<file path="src/sv/max_gap_point_set_unit_defines.svh">
// Assertion macros for the maximum-gap point set unit.
`ifndef MAX_GAP_POINT_SET_UNIT_DEFINES_SVH
`define MAX_GAP_POINT_SET_UNIT_DEFINES_SVH
`ifndef SYNTH
`define MGPS_ASSERT(label, clk, rst_n, prop, msg) \
    label: assert property (@(posedge clk) disable iff (!rst_n) prop) else $error(msg);
`define MGPS_ASSERT_ALWAYS(label, clk, prop, msg) \
    label: assert property (@(posedge clk) prop) else $error(msg);
`else
`define MGPS_ASSERT(label, clk, rst_n, prop, msg)
`define MGPS_ASSERT_ALWAYS(label, clk, prop, msg)
`endif
`endif

</file>
<file path="src/sv/mgps_pkg.sv">
// Package for the maximum-gap point set unit: types, codes and defaults.
package mgps_pkg;
    localparam int unsigned POS_BITS_DEF   = 10;
    localparam int unsigned COUNT_BITS_DEF = 16;
    localparam int unsigned LEN_BITS       = 10;

    localparam logic [1:0] CMD_ADD    = 2'd0;
    localparam logic [1:0] CMD_REMOVE = 2'd1;

    localparam logic [1:0] ST_OK      = 2'd0;
    localparam logic [1:0] ST_RANGE   = 2'd1;
    localparam logic [1:0] ST_ABSENT  = 2'd2;

    typedef enum logic [2:0] {
        S_CLEAR, S_IDLE, S_READ, S_WRITE, S_SCAN, S_DONE
    } t_state;

    // Commands from the controller to the datapath.
    typedef struct packed {
        logic clr_step;
        logic load;
        logic rd;
        logic wr;
        logic scan_start;
        logic scan_step;
        logic out_load;
    } t_cmd;

    // Status from the datapath to the controller.
    typedef struct packed {
        logic clr_last;
        logic scan_last;
    } t_stat;
endpackage

</file>
<file path="src/sv/mgps_ctrl.sv">
// Controller: sequences the clearing pass after reset, then update and scan for each request.
module mgps_ctrl import mgps_pkg::*; (
    input  logic  i_clk,
    input  logic  i_rst_n,
    input  logic  i_valid,
    output logic  o_ready,
    output logic  o_valid,
    input  logic  i_ready,
    output logic  o_cfg_ready,
    input  t_stat i_stat,
    output t_cmd  o_cmd
);
    `include "max_gap_point_set_unit_defines.svh"

    t_state r_state, n_state;
    logic   r_ovalid, n_ovalid;
    logic   out_take;

    assign out_take = r_ovalid && i_ready;

    // Next state.
    always_comb begin
        n_state = r_state;
        case (r_state)
            S_CLEAR: if (i_stat.clr_last) n_state = S_IDLE;
            S_IDLE:  if (i_valid) n_state = S_READ;
            S_READ:  n_state = S_WRITE;
            S_WRITE: n_state = S_SCAN;
            S_SCAN:  if (i_stat.scan_last) n_state = S_DONE;
            S_DONE:  if (!r_ovalid || out_take) n_state = S_IDLE;
            default: n_state = S_IDLE;
        endcase
    end

    // Outputs.
    always_comb begin
        o_cmd      = '0;
        o_ready    = 1'b0;
        n_ovalid   = r_ovalid && !i_ready;
        case (r_state)
            S_CLEAR: o_cmd.clr_step = 1'b1;
            S_IDLE: begin
                o_ready    = 1'b1;
                o_cmd.load = i_valid;
            end
            S_READ:  o_cmd.rd = 1'b1;
            S_WRITE: begin
                o_cmd.wr         = 1'b1;
                o_cmd.scan_start = 1'b1;
            end
            S_SCAN:  o_cmd.scan_step = 1'b1;
            S_DONE: if (!r_ovalid || out_take) begin
                o_cmd.out_load = 1'b1;
                n_ovalid       = 1'b1;
            end
            default: ;
        endcase
    end

    // The length may only change while idle and no request is being taken.
    assign o_valid     = r_ovalid;
    assign o_cfg_ready = (r_state == S_IDLE) && !i_valid;

    always_ff @(posedge i_clk) begin
        if (!i_rst_n) begin
            r_state  <= S_CLEAR;
            r_ovalid <= 1'b0;
        end else begin
            r_state  <= n_state;
            r_ovalid <= n_ovalid;
        end
    end

    `MGPS_ASSERT(a_no_accept_in_clear, i_clk, i_rst_n, (r_state == S_CLEAR) |-> !o_ready, "request accepted during clearing")
    `MGPS_ASSERT(a_result_after_done, i_clk, i_rst_n, o_cmd.out_load |=> o_valid, "result not presented")
    `MGPS_ASSERT(a_write_after_read, i_clk, i_rst_n, o_cmd.rd |=> o_cmd.wr, "update did not follow read")
    `MGPS_ASSERT(a_held_result, i_clk, i_rst_n, (o_valid && !i_ready) |=> o_valid, "result dropped while stalled")
endmodule

</file>
<file path="config.mk">
export PLATFORM = sky130hd
export DESIGN_NAME = mgps_ctrl
export DESIGN_NICKNAME = d
export VERILOG_FILES = /design/src/sv/mgps_pkg.sv /design/src/sv/mgps_ctrl.sv
export VERILOG_INCLUDE_DIRS = /design/src /design/src/sv
export SDC_FILE = /design/constraint.sdc
export NUM_CORES = 1
export LEC_CHECK = 0
export ABC_AREA = 1
export ABC_CLOCK_PERIOD_IN_PS = 1050
export BUFFER_PORTS_ARGS = -buffer_cell sky130_fd_sc_hd__buf_2
export CAP_MARGIN = 20
export CORE_AREA = 5 5 42 44
export CTS_CLUSTER_DIAMETER = 80
export DETAILED_ROUTE_END_ITERATION = 8
export DIE_AREA = 0 0 47 49
export HOLD_SLACK_MARGIN = 0.1
export SKIP_CTS_REPAIR_TIMING = 1
export SLEW_MARGIN = 20
export SYNTH_ARGS = -nofsm -noshare
export SYNTH_HDL_FRONTEND = slang
export SYNTH_SLANG_ARGS = --single-unit
</file>
<file path="constraint.sdc">
create_clock -name i_clk -period 1.05 [get_ports i_clk]
set_input_delay 0.105 -clock i_clk [delete_from_list [all_inputs] [get_ports i_clk]]
set_output_delay 0.105 -clock i_clk [all_outputs]
set_load 0.02 [all_outputs]
</file>
==> flow_metrics.py <==
metrics = {
    "sta": {
        "finalMaxSlewViolations": 0,
        "final-hold-violation-count": 0,
        "max-slew-margin-rel_pct": 87.9,
        "grt_setup_unrepaired": "yes",
        "fmax_mhz": 878,
        "worst_pin_slew_ns": 0.180,
        "timing.clock.skew_ns": 0.000851,
        "final_min_period_over_clock_period_pct": 108,
        "min_period_ns": 1.14,
        "fin_hold_ws_ns": 0.0995,
        "setup_viol": 12,
        "timing.final.ws_setup_ns": -0.0883,
    },
    "finish": {
        "layout.nets": 76,
        "number_of_fill_cells": 151,
        "syn2layout_area_growth_pct": 113,
        "antenna_cells_inserted": 0,
        "layout-drive-gt1-share_pct": 72.1,
    },
    "route": {
        "num_vias": 347,
        "remaining_drc_errors": 0,
        "detailedRoute.firstPassIterationCount": 4,
        "wire_per_inst_um": 9.50,
        "viasPerCell": 4.13,
        "initialDrtViolationCount": 3,
        "totalWireLength_um": 798,
        "final_antenna_net_count": 0,
    },
    "power": {
        "power_mw": 1.66,
        "power.leakage_nw": 0.280,
        "power.density_nw_per_um2": 2940,
        "ir_drop_uv": 1070,
    },
    "yosys": {
        "netlist_instances": 45,
        "synth_area_um2": 265,
        "post_synth.cell_area_avg_um2": 5.89,
        "synth_top_area_cell": "sky130_fd_sc_hd__dfxtp_1",
        "ys_ff_latch": 4,
        "fraction_of_post_synthesis_cell_area_in_the_top_cell_type_by_area_pct": 30.2,
        "ys_seq_area_share_pct": 30.2,
        "synth_fp_nets": 51,
        "netlist_top_cells_area": "sky130_fd_sc_hd__dfxtp_1 (30%), sky130_fd_sc_hd__inv_1 (16%), sky130_fd_sc_hd__nor2_1 (14%)",
        "yosysWarningCount": 0,
        "synth_cell_type_count": 12,
    },
    "setup_path": {
        "worst_path_max_delay_cell": "sky130_fd_sc_hd__dfxtp_4",
        "crit_path_start_kind": "flip-flop",
        "cp_common_cell": "sky130_fd_sc_hd__buf_6",
        "timing.critical_path.cells": "inv_4 > nand2_4 > nor2_4 > buf_6 > buf_6",
        "crit_path_max_incr_delay_ns": 0.36,
        "worst-endpoint-arrival_ns": 1.03,
        "crit_fanout": 6,
        "critical_path.endpoint_type": "primary output",
        "crit_type": "flip-flop to primary output",
        "crit_required_ns": 0.94,
    },
    "placed_design": {
        "io_buffers": 15,
        "gpl.final_weighted_congestion": 0.649,
        "detailedPlacementHpwl_um": 614,
    },
    "die": {
        "placement_rows": 14,
        "floorplan.die_area_um2": 2300,
        "start_util_pct": 18.9,
        "core_region_area_um2": 1400,
        "die_width_um": 47,
        "die_height_um": 49,
        "top_level_ports": 16,
    },
    "clock_network": {
        "htreeDepth": 1,
        "cts-root-to-sink-buffers": 2,
        "cts_num_sinks": 4,
        "clock_tree_from_tritoncts": "built",
        "clockRootBuffer": "sky130_fd_sc_hd__clkbuf_4",
        "numCtsBuffers": 3,
        "clkSlewWorstSetupHoldPaths_ns": 0.04,
        "clock_insertion_delay_worst_skew_ns": 0.23,
    },
    "global_routing": {
        "total_congestion_overflow_after_global_routing": 0,
        "antenna_found_initial": 0,
        "gr-usage-all-layers_pct": 7.17,
        "vias_in_the_first_global_route": 312,
        "largest_net_degree_at_the_start_of_global_routing": 7,
        "grt_first_pass_wirelength_mm": 1.18,
    },
    "hold_path": {
        "holdCritPathClass": "input pin to flip-flop",
    },
    "status": {
        "violated_checks": "negative setup slack",
        "status": "finished with violations",
    },
    "flow_run": {
        "drv_cap": 0,
    },
}
==> worst paths after layout <==
path                                 start         end  slack [ns]  cells after the start
worst max-delay path            r_state[2]    o_cmd[3]       -0.09                      5
worst min-delay path               i_rst_n  r_state[0]         0.1                      3
worst max register to register  r_state[0]  r_state[2]       -0.06                      7
worst min register to register     o_valid     o_valid        0.52                      2
==> cells in the final DEF, fill, tap and decap left out <==
master                     instances
sky130_fd_sc_hd__inv_4             1
sky130_fd_sc_hd__buf_2             6
sky130_fd_sc_hd__nand2_1           3
sky130_fd_sc_hd__nand2_4           1
sky130_fd_sc_hd__nor2_1            5
sky130_fd_sc_hd__dfxtp_1           1
sky130_fd_sc_hd__o21ai_0           1
sky130_fd_sc_hd__nand3_2           4
sky130_fd_sc_hd__nand2_2           1
sky130_fd_sc_hd__inv_1             6
sky130_fd_sc_hd__o211ai_1          1
sky130_fd_sc_hd__buf_4             6
sky130_fd_sc_hd__nor2_4            4
sky130_fd_sc_hd__nand3_4           1
sky130_fd_sc_hd__buf_6             9
sky130_fd_sc_hd__dfxtp_4           3
sky130_fd_sc_hd__clkbuf_4          3
sky130_fd_sc_hd__nor2_2            4
sky130_fd_sc_hd__inv_2             5
sky130_fd_sc_hd__a21oi_1           2
sky130_fd_sc_hd__a21oi_2           1
==> kinds of logic after synthesis <==
family,share of synthesized area (%)
compound gates,10.4
flops,30.2
simple gates,39.6
buf+inv,19.8
==> critical path, delay by kind of cell, from the launching register on <==
family	cells	cell delay (ns)
buffers and inverters	3	0.29
and+or+nand+nor	2	0.15
DFF	1	0.36
==> sequential cells by signal, summed over array words and instances (netlist names) <==
| name | cells |
|---|---|
| r_state | 3 |
| o_valid | 1 |
==> Yosys cell counts <==
cell,n
sky130_fd_sc_hd__nor2_2,3
sky130_fd_sc_hd__a21oi_1,3
sky130_fd_sc_hd__nor2_1,10
sky130_fd_sc_hd__nand2_1,5
sky130_fd_sc_hd__dfxtp_1,4
sky130_fd_sc_hd__nand3_1,4
sky130_fd_sc_hd__inv_2,1
sky130_fd_sc_hd__o21ai_0,1
sky130_fd_sc_hd__o211ai_1,1
sky130_fd_sc_hd__buf_4,1
sky130_fd_sc_hd__inv_1,11
sky130_fd_sc_hd__nand3_2,1
==> area by class of cell <==
cell class | count | area [um2] | share of cell area (%)
multi-input combinational | 28 | 206 | 36.6
timing repair buffer | 21 | 176 | 31.3
sequential | 4 | 91.3 | 16.2
inverter | 12 | 47.5 | 8.43
clock buffer | 3 | 22.5 | 3.99
tap | 16 | 20.0 | 3.55
==> through the flow <==
| step | worst slack, ns | area (um2) | utilization (%) | TNS (ns) | std cells |
|---|---|---|---|---|---|
| final | -0.0883 | 564 | 40.3 | -0.692 | 84 |
| after global routing | -0.148 | 564 | 40.3 | -1.41 | 84 |
| after CTS | -0.244 | 423 | 30.2 | -1.74 | 82 |
| after detailed placement | -0.0372 | 400 | 28.6 | -0.0997 | 79 |
| after global placement | -0.0611 | 400 | 28.6 | -0.103 | 79 |
| after floorplan | -0.00141 | 283 | - | -0.00141 | 45 |
==> power by group <==
part / internal [mW] / leakage (nW) / total [mW] / switching (mW)
logic: 0.535 / 0.232 / 1.13 / 0.595
registers: 0.233 / 0.0348 / 0.343 / 0.110
clock network: 0.127 / 0.0138 / 0.185 / 0.0571
total: 0.895 / 0.280 / 1.66 / 0.762
==> per-layer routing <==
| metal | GRT usage (%) | vias to the layer above | routed length (um) |
|---|---|---|---|
| met3 | 3.69 | 0 | 45 |
| met1 | 6.56 | 157 | 285 |
| met2 | 12.0 | 6 | 467 |
| met5 | 0 | - | 0 |
| met4 | 4.15 | 0 | 0 |
| li1 | - | 184 | - |
(Power assumes the default switching activity.)
